[config.mk]
export PLATFORM = sky130hd
export DESIGN_NAME = sd_card_spi_command_sequencer_flat
export DESIGN_NICKNAME = d
export VERILOG_FILES = /design/src/rtl/core/sdspi_pkg.sv /design/src/rtl/core/sdspi_if.sv /design/src/rtl/core/sdspi_front.sv /design/src/rtl/core/sdspi_back.sv /design/src/rtl/core/sdspi_regs.sv /design/src/rtl/core/sd_card_spi_command_sequencer.sv /design/src/flat_wrapper.sv
export SDC_FILE = /design/constraint.sdc
export NUM_CORES = 1
export LEC_CHECK = 0
export BUFFER_PORTS_ARGS = -buffer_cell sky130_fd_sc_hd__buf_2
export CAP_MARGIN = 20
export CORE_ASPECT_RATIO = 1.25
export CORE_UTILIZATION = 30
export CTS_CLUSTER_DIAMETER = 40
export DETAILED_ROUTE_END_ITERATION = 6
export SLEW_MARGIN = 30
export SYNTH_ARGS = -nofsm -noshare
export SYNTH_HDL_FRONTEND = slang
export SYNTH_SLANG_ARGS = --single-unit
export TNS_END_PERCENT = 10
[constraint.sdc]
create_clock -name clk -period 10 [get_ports clk]
set_input_delay 0 -clock clk [delete_from_list [all_inputs] [get_ports clk]]
set_output_delay 0 -clock clk [all_outputs]
set_load 0.01 [all_outputs]
[src/rtl/core/sdspi_pkg.sv]
// ----------------------------------------------------------------------------
// SD SPI sequencer package
// Shared types and constants for the SD card SPI-mode command sequencer.
// ----------------------------------------------------------------------------
package sdspi_pkg;

  localparam int BlockBytes = 512;
  localparam int IdxW = $clog2(BlockBytes + 1);

  typedef enum logic [1:0] {
    ACT_INIT  = 2'd0,
    ACT_READ  = 2'd1,
    ACT_WRITE = 2'd2,
    ACT_XFER  = 2'd3
  } action_t;

  typedef enum logic [4:0] {
    PH_IDLE, PH_WAKE, PH_READY, PH_FRAME, PH_RESP, PH_IDLE_DUMMY, PH_TOKEN,
    PH_RDATA, PH_RCRC, PH_WGAP, PH_WTOKEN, PH_WDATA, PH_WCRC, PH_WRESP,
    PH_BUSY, PH_TAIL
  } phase_t;

  typedef enum logic [1:0] {
    OP_INIT  = 2'd0,
    OP_READ  = 2'd1,
    OP_WRITE = 2'd2
  } op_t;

  typedef enum logic [2:0] {
    REG_READY_POLL = 3'd0,
    REG_RESP_POLL  = 3'd1,
    REG_IDLE_EXIT  = 3'd2,
    REG_TOKEN_POLL = 3'd3,
    REG_WAKEUP     = 3'd4
  } reg_idx_t;

  localparam logic [7:0] CmdIdle   = 8'h40;
  localparam logic [7:0] CmdOpcond = 8'h41;
  localparam logic [7:0] CmdRead   = 8'h51;
  localparam logic [7:0] CmdWrite  = 8'h58;
  localparam logic [7:0] ByteFill  = 8'hFF;
  localparam logic [7:0] ByteToken = 8'hFE;
  localparam logic [7:0] CrcIdle   = 8'h95;
  localparam logic [7:0] RespMask  = 8'h1F;
  localparam logic [7:0] RespOk    = 8'h05;

  typedef struct packed {
    logic [1:0]  action;
    logic [31:0] block_address;
    logic [7:0]  miso_byte;
    logic [7:0]  write_byte;
  } item_t;

  typedef struct packed {
    logic [7:0] mosi_byte;
    logic       exchange_request;
    logic       chip_select_low;
    logic [7:0] read_byte;
    logic       read_valid;
    logic       write_byte_taken;
    logic       done_res;
    logic       status;
  } result_t;

  typedef struct packed {
    logic [15:0] ready_poll_limit;
    logic [7:0]  response_poll_limit;
    logic [15:0] idle_exit_limit;
    logic [15:0] token_poll_limit;
    logic [7:0]  wakeup_byte_count;
  } cfg_t;

  function automatic logic [15:0] at_least_one(input logic [15:0] v);
    return (v == 16'd0) ? 16'd1 : v;
  endfunction

endpackage

[src/rtl/core/sdspi_if.sv]
// ----------------------------------------------------------------------------
// SD SPI stream interfaces
// Valid/ready channels for sequencer items and results.
// ----------------------------------------------------------------------------
interface sdspi_in_if;
  import sdspi_pkg::*;
  logic        valid;
  logic        ready;
  logic [1:0]  action;
  logic [31:0] block_address;
  logic [7:0]  miso_byte;
  logic [7:0]  write_byte;
  modport source (output valid, action, block_address, miso_byte, write_byte,
                  input ready);
  modport sink (input valid, action, block_address, miso_byte, write_byte,
                output ready);
endinterface

interface sdspi_out_if;
  logic       valid;
  logic       ready;
  logic [7:0] mosi_byte;
  logic       exchange_request;
  logic       chip_select_low;
  logic [7:0] read_byte;
  logic       read_valid;
  logic       write_byte_taken;
  logic       done_res;
  logic       status;
  modport source (output valid, mosi_byte, exchange_request, chip_select_low,
                  read_byte, read_valid, write_byte_taken, done_res, status,
                  input ready);
  modport sink (input valid, mosi_byte, exchange_request, chip_select_low,
                read_byte, read_valid, write_byte_taken, done_res, status,
                output ready);
endinterface

[src/rtl/core/sdspi_front.sv]
// ----------------------------------------------------------------------------
// SD SPI front end
// Accepts items and pushes them into a short queue.
// ----------------------------------------------------------------------------
module sdspi_front
  import sdspi_pkg::*;
(
  input  logic  clk,
  input  logic  rst,
  input  logic  in_valid,
  output logic  in_ready,
  input  item_t in_item,
  output logic  q_valid,
  input  logic  q_ready,
  output item_t q_item
);

  localparam int Depth = 2;

  item_t      mem [Depth];
  logic       wr_ptr;
  logic       rd_ptr;
  logic [1:0] count;
  logic       push;
  logic       pop;

  assign in_ready = (count != 2'(Depth));
  assign push     = in_valid && in_ready;
  assign q_valid  = (count != 2'd0);
  assign pop      = q_valid && q_ready;
  assign q_item   = mem[rd_ptr];

  always_ff @(posedge clk) begin
    if (push) begin
      mem[wr_ptr] <= in_item;
    end
  end

  always_ff @(posedge clk) begin
    if (rst) begin
      wr_ptr <= 1'b0;
      rd_ptr <= 1'b0;
      count  <= 2'd0;
    end else begin
      if (push) begin
        wr_ptr <= ~wr_ptr;
      end
      if (pop) begin
        rd_ptr <= ~rd_ptr;
      end
      count <= count + 2'(push) - 2'(pop);
    end
  end

  assert property (@(posedge clk) disable iff (rst) count <= 2'(Depth))
    else $error("front queue overflow");
  assert property (@(posedge clk) disable iff (rst)
    push && !pop |=> count == $past(count) + 2'd1)
    else $error("front queue count lost a push");
  assert property (@(posedge clk) disable iff (rst) count == 2'd0 |-> !pop)
    else $error("pop from empty queue");

endmodule

[src/rtl/core/sdspi_back.sv]
// ----------------------------------------------------------------------------
// SD SPI back end
// Runs the card sequence one item per cycle, while the result stage is not stalled, into a registered result stage.
// ----------------------------------------------------------------------------
module sdspi_back
  import sdspi_pkg::*;
(
  input  logic    clk,
  input  logic    rst,
  input  cfg_t    cfg,
  input  logic    q_valid,
  output logic    q_ready,
  input  item_t   q_item,
  output logic    out_valid,
  input  logic    out_ready,
  output result_t out_res
);

  phase_t      phase, phase_next;
  op_t         operation, operation_next;
  logic [IdxW-1:0] byte_index, byte_index_next;
  logic [15:0] poll_count, poll_count_next;
  logic [15:0] attempt_count, attempt_count_next;
  logic [31:0] saved_address, saved_address_next;
  logic [7:0]  current_command, current_command_next;
  logic        select_level, select_level_next;
  result_t     res;
  logic        fire;
  logic [15:0] poll_inc;
  logic [15:0] att_inc;
  logic [IdxW-1:0] idx_inc;
  logic [7:0]  miso;
  logic [7:0]  frame;

  assign q_ready = !out_valid || out_ready;
  assign fire    = q_valid && q_ready;
  assign miso    = q_item.miso_byte;
  assign poll_inc = poll_count + 16'd1;
  assign att_inc  = attempt_count + 16'd1;
  assign idx_inc  = byte_index + IdxW'(1);

  // Frame byte selected by the incremented index.
  always_comb begin
    unique case (idx_inc)
      IdxW'(1): frame = saved_address[31:24];
      IdxW'(2): frame = saved_address[23:16];
      IdxW'(3): frame = saved_address[15:8];
      IdxW'(4): frame = saved_address[7:0];
      default:  frame = (current_command == CmdIdle) ? CrcIdle : ByteFill;
    endcase
  end

  always_comb begin
    phase_next           = phase;
    operation_next       = operation;
    byte_index_next      = byte_index;
    poll_count_next      = poll_count;
    attempt_count_next   = attempt_count;
    saved_address_next   = saved_address;
    current_command_next = current_command;
    select_level_next    = select_level;
    res                  = '0;
    res.mosi_byte        = ByteFill;
    priority case (action_t'(q_item.action))
      ACT_INIT: begin
        operation_next     = OP_INIT;
        saved_address_next = '0;
        select_level_next  = 1'b0;
        phase_next         = PH_WAKE;
        byte_index_next    = '0;
        res.exchange_request = 1'b1;
      end
      ACT_READ, ACT_WRITE: begin
        operation_next = (q_item.action == ACT_READ) ? OP_READ : OP_WRITE;
        saved_address_next   = q_item.block_address;
        current_command_next = (q_item.action == ACT_READ) ? CmdRead : CmdWrite;
        poll_count_next      = '0;
        phase_next           = PH_READY;
        res.exchange_request = 1'b1;
      end
      default: begin
        res.exchange_request = 1'b1;
        unique case (phase)
          PH_WAKE: begin
            byte_index_next = idx_inc;
            if (16'(idx_inc) >= at_least_one({8'd0, cfg.wakeup_byte_count})) begin
              current_command_next = CmdIdle;
              poll_count_next      = '0;
              phase_next           = PH_READY;
            end
          end
          PH_READY: begin
            poll_count_next = poll_inc;
            if (miso == ByteFill || poll_inc >= at_least_one(cfg.ready_poll_limit)) begin
              select_level_next = 1'b1;
              phase_next        = PH_FRAME;
              byte_index_next   = '0;
              res.mosi_byte     = current_command;
            end
          end
          PH_FRAME: begin
            byte_index_next = idx_inc;
            if (idx_inc < IdxW'(6)) begin
              res.mosi_byte = frame;
            end else begin
              phase_next      = PH_RESP;
              poll_count_next = '0;
            end
          end
          PH_RESP: begin
            poll_count_next = poll_inc;
            if (!miso[7] || poll_inc >= at_least_one({8'd0, cfg.response_poll_limit}))
            begin
              if (operation == OP_INIT) begin
                if (current_command == CmdIdle) begin
                  if (miso != 8'h01) begin
                    phase_next = PH_IDLE;
                    select_level_next = 1'b0;
                    res.exchange_request = 1'b0;
                    res.done_res = 1'b1;
                    res.status = 1'b1;
                  end else begin
                    attempt_count_next = '0;
                    phase_next = PH_IDLE_DUMMY;
                  end
                end else begin
                  attempt_count_next = att_inc;
                  if (miso == 8'd0 || att_inc >= at_least_one(cfg.idle_exit_limit)) begin
                    select_level_next = 1'b0;
                    phase_next = PH_TAIL;
                  end else begin
                    phase_next = PH_IDLE_DUMMY;
                  end
                end
              end else if (miso != 8'd0) begin
                phase_next = PH_IDLE;
                select_level_next = 1'b0;
                res.exchange_request = 1'b0;
                res.done_res = 1'b1;
                res.status = 1'b1;
              end else if (operation == OP_READ) begin
                poll_count_next = '0;
                phase_next = PH_TOKEN;
              end else begin
                phase_next = PH_WGAP;
              end
            end
          end
          PH_IDLE_DUMMY: begin
            current_command_next = CmdOpcond;
            poll_count_next      = '0;
            phase_next           = PH_READY;
          end
          PH_TOKEN: begin
            poll_count_next = poll_inc;
            if (miso == ByteToken || poll_inc >= at_least_one(cfg.token_poll_limit)) begin
              phase_next      = PH_RDATA;
              byte_index_next = '0;
            end
          end
          PH_RDATA: begin
            res.read_byte   = miso;
            res.read_valid  = 1'b1;
            byte_index_next = idx_inc;
            if (idx_inc >= IdxW'(BlockBytes)) begin
              phase_next      = PH_RCRC;
              byte_index_next = '0;
            end
          end
          PH_RCRC: begin
            byte_index_next = idx_inc;
            if (idx_inc >= IdxW'(2)) begin
              select_level_next = 1'b0;
              phase_next = PH_TAIL;
            end
          end
          PH_WGAP: begin
            phase_next    = PH_WTOKEN;
            res.mosi_byte = ByteToken;
          end
          PH_WTOKEN: begin
            phase_next           = PH_WDATA;
            byte_index_next      = '0;
            res.mosi_byte        = q_item.write_byte;
            res.write_byte_taken = 1'b1;
          end
          PH_WDATA: begin
            byte_index_next = idx_inc;
            if (idx_inc < IdxW'(BlockBytes)) begin
              res.mosi_byte        = q_item.write_byte;
              res.write_byte_taken = 1'b1;
            end else begin
              phase_next      = PH_WCRC;
              byte_index_next = '0;
            end
          end
          PH_WCRC: begin
            byte_index_next = idx_inc;
            if (idx_inc >= IdxW'(2)) begin
              phase_next = PH_WRESP;
            end
          end
          PH_WRESP: begin
            if ((miso & RespMask) != RespOk) begin
              phase_next = PH_IDLE;
              select_level_next = 1'b0;
              res.exchange_request = 1'b0;
              res.done_res = 1'b1;
              res.status = 1'b1;
            end else begin
              phase_next = PH_BUSY;
            end
          end
          PH_BUSY: begin
            if (miso != 8'd0) begin
              select_level_next = 1'b0;
              phase_next = PH_TAIL;
            end
          end
          PH_TAIL: begin
            phase_next = PH_IDLE;
            select_level_next = 1'b0;
            res.exchange_request = 1'b0;
            res.done_res = 1'b1;
          end
          default: begin
            res.exchange_request = 1'b0;
          end
        endcase
      end
    endcase
    res.chip_select_low = select_level_next;
  end

  always_ff @(posedge clk) begin
    if (rst) begin
      phase           <= PH_IDLE;
      operation       <= OP_INIT;
      byte_index      <= '0;
      poll_count      <= '0;
      attempt_count   <= '0;
      saved_address   <= '0;
      current_command <= '0;
      select_level    <= 1'b0;
      out_valid       <= 1'b0;
    end else begin
      if (fire) begin
        phase           <= phase_next;
        operation       <= operation_next;
        byte_index      <= byte_index_next;
        poll_count      <= poll_count_next;
        attempt_count   <= attempt_count_next;
        saved_address   <= saved_address_next;
        current_command <= current_command_next;
        select_level    <= select_level_next;
        out_valid       <= 1'b1;
      end else if (out_ready) begin
        out_valid <= 1'b0;
      end
    end
  end

  always_ff @(posedge clk) begin
    if (fire) begin
      out_res <= res;
    end
  end

  assert property (@(posedge clk) disable iff (rst)
    fire |=> out_valid)
    else $error("accepted item produced no result");
  assert property (@(posedge clk) disable iff (rst)
    phase == PH_IDLE |-> !select_level)
    else $error("select held while idle");
  assert property (@(posedge clk) disable iff (rst)
    out_valid && out_res.done_res |-> !out_res.exchange_request)
    else $error("done result also requests an exchange");
  assert property (@(posedge clk) disable iff (rst)
    out_valid && out_res.write_byte_taken |-> !out_res.read_valid)
    else $error("read and write data in one result");

endmodule

[src/rtl/core/sdspi_regs.sv]
// ----------------------------------------------------------------------------
// SD SPI configuration registers
// APB-style register file holding the poll limits and wakeup count.
// ----------------------------------------------------------------------------
module sdspi_regs
  import sdspi_pkg::*;
(
  input  logic        clk,
  input  logic        rst,
  input  logic        psel,
  input  logic        penable,
  input  logic        pwrite,
  input  logic [4:0]  paddr,
  input  logic [31:0] pwdata,
  output logic [31:0] prdata,
  output logic        pready,
  output cfg_t        cfg
);

  logic     wr_en;
  reg_idx_t idx;

  assign pready = 1'b1;
  assign wr_en  = psel && penable && pwrite;
  assign idx    = reg_idx_t'(paddr[4:2]);

  always_ff @(posedge clk) begin
    if (rst) begin
      cfg.ready_poll_limit    <= 16'd50000;
      cfg.response_poll_limit <= 8'd10;
      cfg.idle_exit_limit     <= 16'd5000;
      cfg.token_poll_limit    <= 16'd10000;
      cfg.wakeup_byte_count   <= 8'd10;
    end else if (wr_en) begin
      unique case (idx)
        REG_READY_POLL: cfg.ready_poll_limit    <= pwdata[15:0];
        REG_RESP_POLL:  cfg.response_poll_limit <= pwdata[7:0];
        REG_IDLE_EXIT:  cfg.idle_exit_limit     <= pwdata[15:0];
        REG_TOKEN_POLL: cfg.token_poll_limit    <= pwdata[15:0];
        REG_WAKEUP:     cfg.wakeup_byte_count   <= pwdata[7:0];
        default: ;
      endcase
    end
  end

  always_comb begin
    unique case (idx)
      REG_READY_POLL: prdata = {16'd0, cfg.ready_poll_limit};
      REG_RESP_POLL:  prdata = {24'd0, cfg.response_poll_limit};
      REG_IDLE_EXIT:  prdata = {16'd0, cfg.idle_exit_limit};
      REG_TOKEN_POLL: prdata = {16'd0, cfg.token_poll_limit};
      REG_WAKEUP:     prdata = {24'd0, cfg.wakeup_byte_count};
      default:        prdata = '0;
    endcase
  end

endmodule

[src/rtl/core/sd_card_spi_command_sequencer.sv]
// ----------------------------------------------------------------------------
// SD card SPI command sequencer
// Host-side SD SPI sequencer stepped one byte exchange per item.
// ----------------------------------------------------------------------------
// Channel   Role  Payload
// in_ch     sink  action, block_address, miso_byte, write_byte
// out_ch    src   mosi_byte, exchange_request, chip_select_low, read_byte,
//                 read_valid, write_byte_taken, done_res, status
// apb       cfg   five limit registers at 4*i
//
// One item per cycle while results are taken; each item passes through the
// two-entry input queue and the result register. Synchronous reset clears
// state and loads register defaults. A stalled result holds the back end;
// the queue keeps taking input until it is full.
// ----------------------------------------------------------------------------
module sd_card_spi_command_sequencer
  import sdspi_pkg::*;
(
  input  logic          clk,
  input  logic          rst,
  sdspi_in_if.sink      in_ch,
  sdspi_out_if.source   out_ch,
  input  logic          psel,
  input  logic          penable,
  input  logic          pwrite,
  input  logic [4:0]    paddr,
  input  logic [31:0]   pwdata,
  output logic [31:0]   prdata,
  output logic          pready
);

  cfg_t    cfg;
  item_t   in_item;
  item_t   q_item;
  logic    q_valid;
  logic    q_ready;
  result_t res;

  assign in_item.action        = in_ch.action;
  assign in_item.block_address = in_ch.block_address;
  assign in_item.miso_byte     = in_ch.miso_byte;
  assign in_item.write_byte    = in_ch.write_byte;

  sdspi_regs u_regs (
    .clk, .rst, .psel, .penable, .pwrite, .paddr, .pwdata, .prdata, .pready,
    .cfg
  );

  sdspi_front u_front (
    .clk, .rst,
    .in_valid (in_ch.valid),
    .in_ready (in_ch.ready),
    .in_item,
    .q_valid, .q_ready, .q_item
  );

  sdspi_back u_back (
    .clk, .rst, .cfg,
    .q_valid, .q_ready, .q_item,
    .out_valid (out_ch.valid),
    .out_ready (out_ch.ready),
    .out_res   (res)
  );

  assign out_ch.mosi_byte        = res.mosi_byte;
  assign out_ch.exchange_request = res.exchange_request;
  assign out_ch.chip_select_low  = res.chip_select_low;
  assign out_ch.read_byte        = res.read_byte;
  assign out_ch.read_valid       = res.read_valid;
  assign out_ch.write_byte_taken = res.write_byte_taken;
  assign out_ch.done_res         = res.done_res;
  assign out_ch.status           = res.status;

endmodule

[src/flat_wrapper.sv]
// flat-port wrapper written by rule: the top's interface ports become plain ports
module sd_card_spi_command_sequencer_flat import sdspi_pkg::*;
  (clk, rst, psel, penable, pwrite, paddr, pwdata, prdata, pready, in_ch_valid, in_ch_action, in_ch_block_address, in_ch_miso_byte, in_ch_write_byte, in_ch_ready, out_ch_valid, out_ch_mosi_byte, out_ch_exchange_request, out_ch_chip_select_low, out_ch_read_byte, out_ch_read_valid, out_ch_write_byte_taken, out_ch_done_res, out_ch_status, out_ch_ready);
  sdspi_in_if in_ch_i ();
  sdspi_out_if out_ch_i ();
  input  logic clk;
  input  logic rst;
  input  logic psel;
  input  logic penable;
  input  logic pwrite;
  input  logic [4:0] paddr;
  input  logic [31:0] pwdata;
  output logic [31:0] prdata;
  output logic pready;
  input wire logic [$bits(in_ch_i.valid)-1:0] in_ch_valid;
  input wire logic [$bits(in_ch_i.action)-1:0] in_ch_action;
  input wire logic [$bits(in_ch_i.block_address)-1:0] in_ch_block_address;
  input wire logic [$bits(in_ch_i.miso_byte)-1:0] in_ch_miso_byte;
  input wire logic [$bits(in_ch_i.write_byte)-1:0] in_ch_write_byte;
  output wire logic [$bits(in_ch_i.ready)-1:0] in_ch_ready;
  output wire logic [$bits(out_ch_i.valid)-1:0] out_ch_valid;
  output wire logic [$bits(out_ch_i.mosi_byte)-1:0] out_ch_mosi_byte;
  output wire logic [$bits(out_ch_i.exchange_request)-1:0] out_ch_exchange_request;
  output wire logic [$bits(out_ch_i.chip_select_low)-1:0] out_ch_chip_select_low;
  output wire logic [$bits(out_ch_i.read_byte)-1:0] out_ch_read_byte;
  output wire logic [$bits(out_ch_i.read_valid)-1:0] out_ch_read_valid;
  output wire logic [$bits(out_ch_i.write_byte_taken)-1:0] out_ch_write_byte_taken;
  output wire logic [$bits(out_ch_i.done_res)-1:0] out_ch_done_res;
  output wire logic [$bits(out_ch_i.status)-1:0] out_ch_status;
  input wire logic [$bits(out_ch_i.ready)-1:0] out_ch_ready;
  assign in_ch_i.valid = in_ch_valid;
  assign in_ch_i.action = in_ch_action;
  assign in_ch_i.block_address = in_ch_block_address;
  assign in_ch_i.miso_byte = in_ch_miso_byte;
  assign in_ch_i.write_byte = in_ch_write_byte;
  assign in_ch_ready = in_ch_i.ready;
  assign out_ch_valid = out_ch_i.valid;
  assign out_ch_mosi_byte = out_ch_i.mosi_byte;
  assign out_ch_exchange_request = out_ch_i.exchange_request;
  assign out_ch_chip_select_low = out_ch_i.chip_select_low;
  assign out_ch_read_byte = out_ch_i.read_byte;
  assign out_ch_read_valid = out_ch_i.read_valid;
  assign out_ch_write_byte_taken = out_ch_i.write_byte_taken;
  assign out_ch_done_res = out_ch_i.done_res;
  assign out_ch_status = out_ch_i.status;
  assign out_ch_i.ready = out_ch_ready;
  sd_card_spi_command_sequencer u_core (.clk(clk), .rst(rst), .in_ch(in_ch_i), .out_ch(out_ch_i), .psel(psel), .penable(penable), .pwrite(pwrite), .paddr(paddr), .pwdata(pwdata), .prdata(prdata), .pready(pready));
endmodule
==> impl_summary.md <==
Run status
The run finished with clean final reports.

Die
The floorplan step set the die height to 249.4 um. The floorplan die area is about 50000 um2. The count of standard-cell rows is 90. The total area inside the core boundary comes to ~48000 um2.

The overall die width is 199.9 um. The boundary pin count is ~150. The effective utilization at floorplan is 0.3041.

CTS
The number of clock buffers added by TritonCTS is between 40 and 50. The root buffer cell chosen for the clock tree is sky130_fd_sc_hd__clkbuf_16. The H-tree was split into 2 levels. The clock tree buffer depth is 3. The number of clock sinks is roughly 280. Clock-pin slew was measured on the worst setup and hold paths at 60 ps. The count of hold-fix buffers inserted at cts is 69. The number of gates resized after CTS was 0. The insertion delay to the later sink of the worst-skew pair is 570 ps. Buffers added to address setup during post-CTS repair amount to 0. TritonCTS built the clock tree.

Timing
Setup repair after global routing left no endpoint under its margin. The highest attainable clock frequency is between 200 and 250 MHz. In the finished design, the share of the clock period the worst path needs comes to 0.4357. The relative max-transition margin is 0.3058. For the finished layout, the period the worst path requires is 4357 ps.

The total count of hold-check failures in the final report is 0. The final count of pins violating max slew is 0. The final clock skew is approximately 24 ps. The slew at the pin closest to its max-slew limit is just over 1000 ps. The setup violation total in the final timing report is 0. Adding up every negative setup slack in the final design gives 0 ps.

Logic synthesis
The gate count after technology mapping is about 1600. Yosys attributes the largest share of cell area to sky130_fd_sc_hd__edfxtp_1, sky130_fd_sc_hd__dfxtp_1, sky130_fd_sc_hd__ha_1, sky130_fd_sc_hd__nand2_1, sky130_fd_sc_hd__a21oi_1. The sequential cell area fraction in the yosys report is 0.4606. The combined area of all synthesized cells is ~15000 um2. The synthesis-stage register bit count is ~280. Counting instances in the post-synthesis netlist gives the leading cell types as sky130_fd_sc_hd__nand2_1, sky130_fd_sc_hd__dfxtp_1, sky130_fd_sc_hd__a21oi_1, sky130_fd_sc_hd__edfxtp_1, sky130_fd_sc_hd__nor2_1. The proportion of netlist area held by the largest area contributor is 0.2494. The post-synthesis async set-or-reset flop share is 0. Yosys mapped the design onto 90 distinct sky130hd cell types.

In this run, synthesis inferred 122 flip-flops with an integrated enable. The mean instance size in the synthesized netlist is 9.428 um2. The cell taking the most area after synthesis is sky130_fd_sc_hd__edfxtp_1. The most common flop cell mapped by yosys is sky130_fd_sc_hd__dfxtp_1. The most common cell in the synthesized netlist is sky130_fd_sc_hd__nand2_1. The Yosys warning count is 0.

Power and ir drop
Summed over all cells, the static leakage comes to between 6 and 7 nW. The clock group share of total power is 0.404. The share of total power in sequential cells is 0.374. The switching fraction of total power is 0.3232. The net load switching power is roughly 1.2 mW.

The worst-case IR drop observed on VDD is roughly 160 uV. The internal power is 2.566 mW. The combinational fraction of design power is 0.222. The final total power is between 3 and 4 mW. For this design the ratio of total power to cell area is about 210 nW/um2.

Layout
The final non-filler cell total is roughly 2400. Once layout is complete, the utilization of the core stands at 0.3721. The area taken by flip-flops and latches is ~6800 um2. In the final layout, the multi-input gates occupy just over 7000 um2. The layout has 4768 filler cells.

The layout overhead on the synthesized area is 22.38%. The count of nets after finishing is roughly 1900. In the final layout, the share of cells above drive strength 1 is 0.1615. The cell area after layout is around 18000 um2.

Global routing
The via count of the first global-routing pass came to roughly 12000. The global-route wire length before repair is about 65 mm. The initial antenna violation count came to 3.

In the global route stage, overall resource usage came out at 0.1656. Entering global routing, the biggest net connects 74 pins. The global route total overflow is 0.

Placement
The cell count after placement is between 2000 and 2500. The HPWL reported at the end of detailed placement is just under 30 mm. Routability-driven placement finished with a final weighted congestion of 0.9065.

After detailed placement, the total cell area comes to 15790 um2. The count of input and output buffers is between 100 and 150.

Setup path
The worst setup path category is reg -> reg. In this run the worst path has a maximum fanout of 14. The worst path arrival time is 4820 ps. STA classifies the critical path endpoint as a flop. At the worst endpoint, the required time is ~10000 ps. The nature of the critical path startpoint is a flop.

Drt
The number of search-and-repair iterations in the first detailed-routing pass is 5. The total DRC errors in the routed layout is 0. The iteration-0 DRC count of the detailed router is 980.

The vias per cell is slightly above 5. The total routed wirelength is between 40 and 50 mm. Dividing the detail-routed wire length by the instance count gives around 17 um. Once detail routing completed, the nets flagged for antenna violations numbered 0. The count of vias placed by the detailed router is between 10000 and 15000.

Min path
The path class of the lowest-slack min-delay path is in -> reg.

Run
The max-capacitance violation count is 0.
-- sequential cells by signal, summed over array words and instances (netlist names), named ones only --
signal / cells
u_core.u_front.mem: 100
u_core.u_regs.cfg: 64
u_core.u_back.saved_address: 32
u_core.u_back.out_res: 22
u_core.u_back.attempt_count: 16
u_core.u_back.poll_count: 16
u_core.u_back.byte_index: 10
u_core.u_back.current_command: 4
u_core.u_back.phase: 4
u_core.u_back.operation: 2
u_core.u_front.count: 2
u_core.u_back.out_valid: 1
u_core.u_back.select_level: 1
u_core.u_front.rd_ptr: 1
u_core.u_front.wr_ptr: 1
-- cells by family after synthesis --
logic type,synth area share
flops,0.4606
xor+xnor,0.02385
compound gates,0.1635
fa+ha+maj,0.06474
buf+inv,0.05494
other cells,0.0005113
simple gates,0.1803
mux,0.05145
-- area by class of cell --
class / instances / share of cell area
Tap cell: 644 / 0.04482
Antenna cell: 3 / 0.0004176
Sequential cell: 277 / 0.3765
Inverter: 82 / 0.01712
Clock inverter: 32 / 0.02025
Clock buffer: 49 / 0.06285
Multi-Input combinational cell: 1107 / 0.4012
Timing Repair Buffer: 199 / 0.07684
-- worst max-delay path: stages, from the launching register on --
cell and delay, ps:
sky130_fd_sc_hd__dfxtp_1 480, sky130_fd_sc_hd__ha_1 300, sky130_fd_sc_hd__nand3_1 270, sky130_fd_sc_hd__nor4_2 340, sky130_fd_sc_hd__xor2_1 420, sky130_fd_sc_hd__ha_1 340
sky130_fd_sc_hd__a21oi_1 150, sky130_fd_sc_hd__nand2_1 70, sky130_fd_sc_hd__a21oi_1 350, sky130_fd_sc_hd__nand2_1 120, sky130_fd_sc_hd__or4_4 530, sky130_fd_sc_hd__o2111a_1 460
sky130_fd_sc_hd__o21a_1 200, sky130_fd_sc_hd__o32ai_1 220
-- power by group through the flow --
stage | registers (mW) | logic, mW | clock network (mW)
2_1_floorplan | 1.41 | 0.597 | 0
3_3_place_gp | 1.44 | 0.814 | 0
3_5_place_dp | 1.44 | 0.823 | 0
4_1_cts | 1.42 | 0.849 | 1.56
5_1_grt | 1.43 | 0.926 | 1.61
6_report | 1.42 | 0.843 | 1.53
-- metrics by stage --
stage,hold slack [ps],worst slack [ps]
4_1_cts,113.8,5703
3_3_place_gp,187.4,5778
5_1_grt,127.6,5403
6_report,124.6,5643
2_1_floorplan,98.87,6504
3_5_place_dp,192.3,5728
-- worst paths after layout --
kind	cells past startpoint	slack (ps)	start	to
setup reg to reg	13	5640	u_core.u_back.poll_count[0]$_SDFFE_PP0P_	u_core.u_back.byte_index[5]$_SDFFE_PP0P_
hold reg to reg	2	450	u_core.u_back.saved_address[6]$_SDFFE_PP0P_	u_core.u_back.saved_address[6]$_SDFFE_PP0P_
setup / recovery	13	5640	u_core.u_back.poll_count[0]$_SDFFE_PP0P_	u_core.u_back.byte_index[5]$_SDFFE_PP0P_
hold / removal	4	120	penable	u_core.u_regs.cfg[43]$_SDFFE_PP1P_
-- cells in the final DEF (no fill, tap or decap), types with 21 or more instances in the layout --
| master | Yosys | final |
|---|---|---|
| sky130_fd_sc_hd__a21oi_1 | 125 | 125 |
| sky130_fd_sc_hd__a22oi_1 | 27 | 27 |
| sky130_fd_sc_hd__buf_2 | 5 | 114 |
| sky130_fd_sc_hd__clkbuf_16 | 0 | 44 |
| sky130_fd_sc_hd__dfxtp_1 | 155 | 154 |
| sky130_fd_sc_hd__dlygate4sd3_1 | 0 | 69 |
| sky130_fd_sc_hd__edfxtp_1 | 122 | 122 |
| sky130_fd_sc_hd__ha_1 | 76 | 76 |
| sky130_fd_sc_hd__inv_1 | 81 | 81 |
| sky130_fd_sc_hd__mux2_2 | 36 | 36 |
| sky130_fd_sc_hd__mux2i_1 | 35 | 35 |
| sky130_fd_sc_hd__nand2_1 | 202 | 202 |
| sky130_fd_sc_hd__nand3_1 | 68 | 68 |
| sky130_fd_sc_hd__nor2_1 | 102 | 99 |
| sky130_fd_sc_hd__nor4_1 | 23 | 21 |
| sky130_fd_sc_hd__o211ai_1 | 22 | 22 |
| sky130_fd_sc_hd__o21ai_0 | 58 | 58 |
| sky130_fd_sc_hd__xnor2_1 | 22 | 22 |
-- layer usage --
metal	part of all wire	up-vias	track usage
li1	-	5962	-
met1	0.41	5932	0.2010
met2	0.50	381	0.2855
met3	0.056	93	0.02662
met4	0.035	0	0.07197
met5	0	-	0
Power figures use the tool's default switching activity.
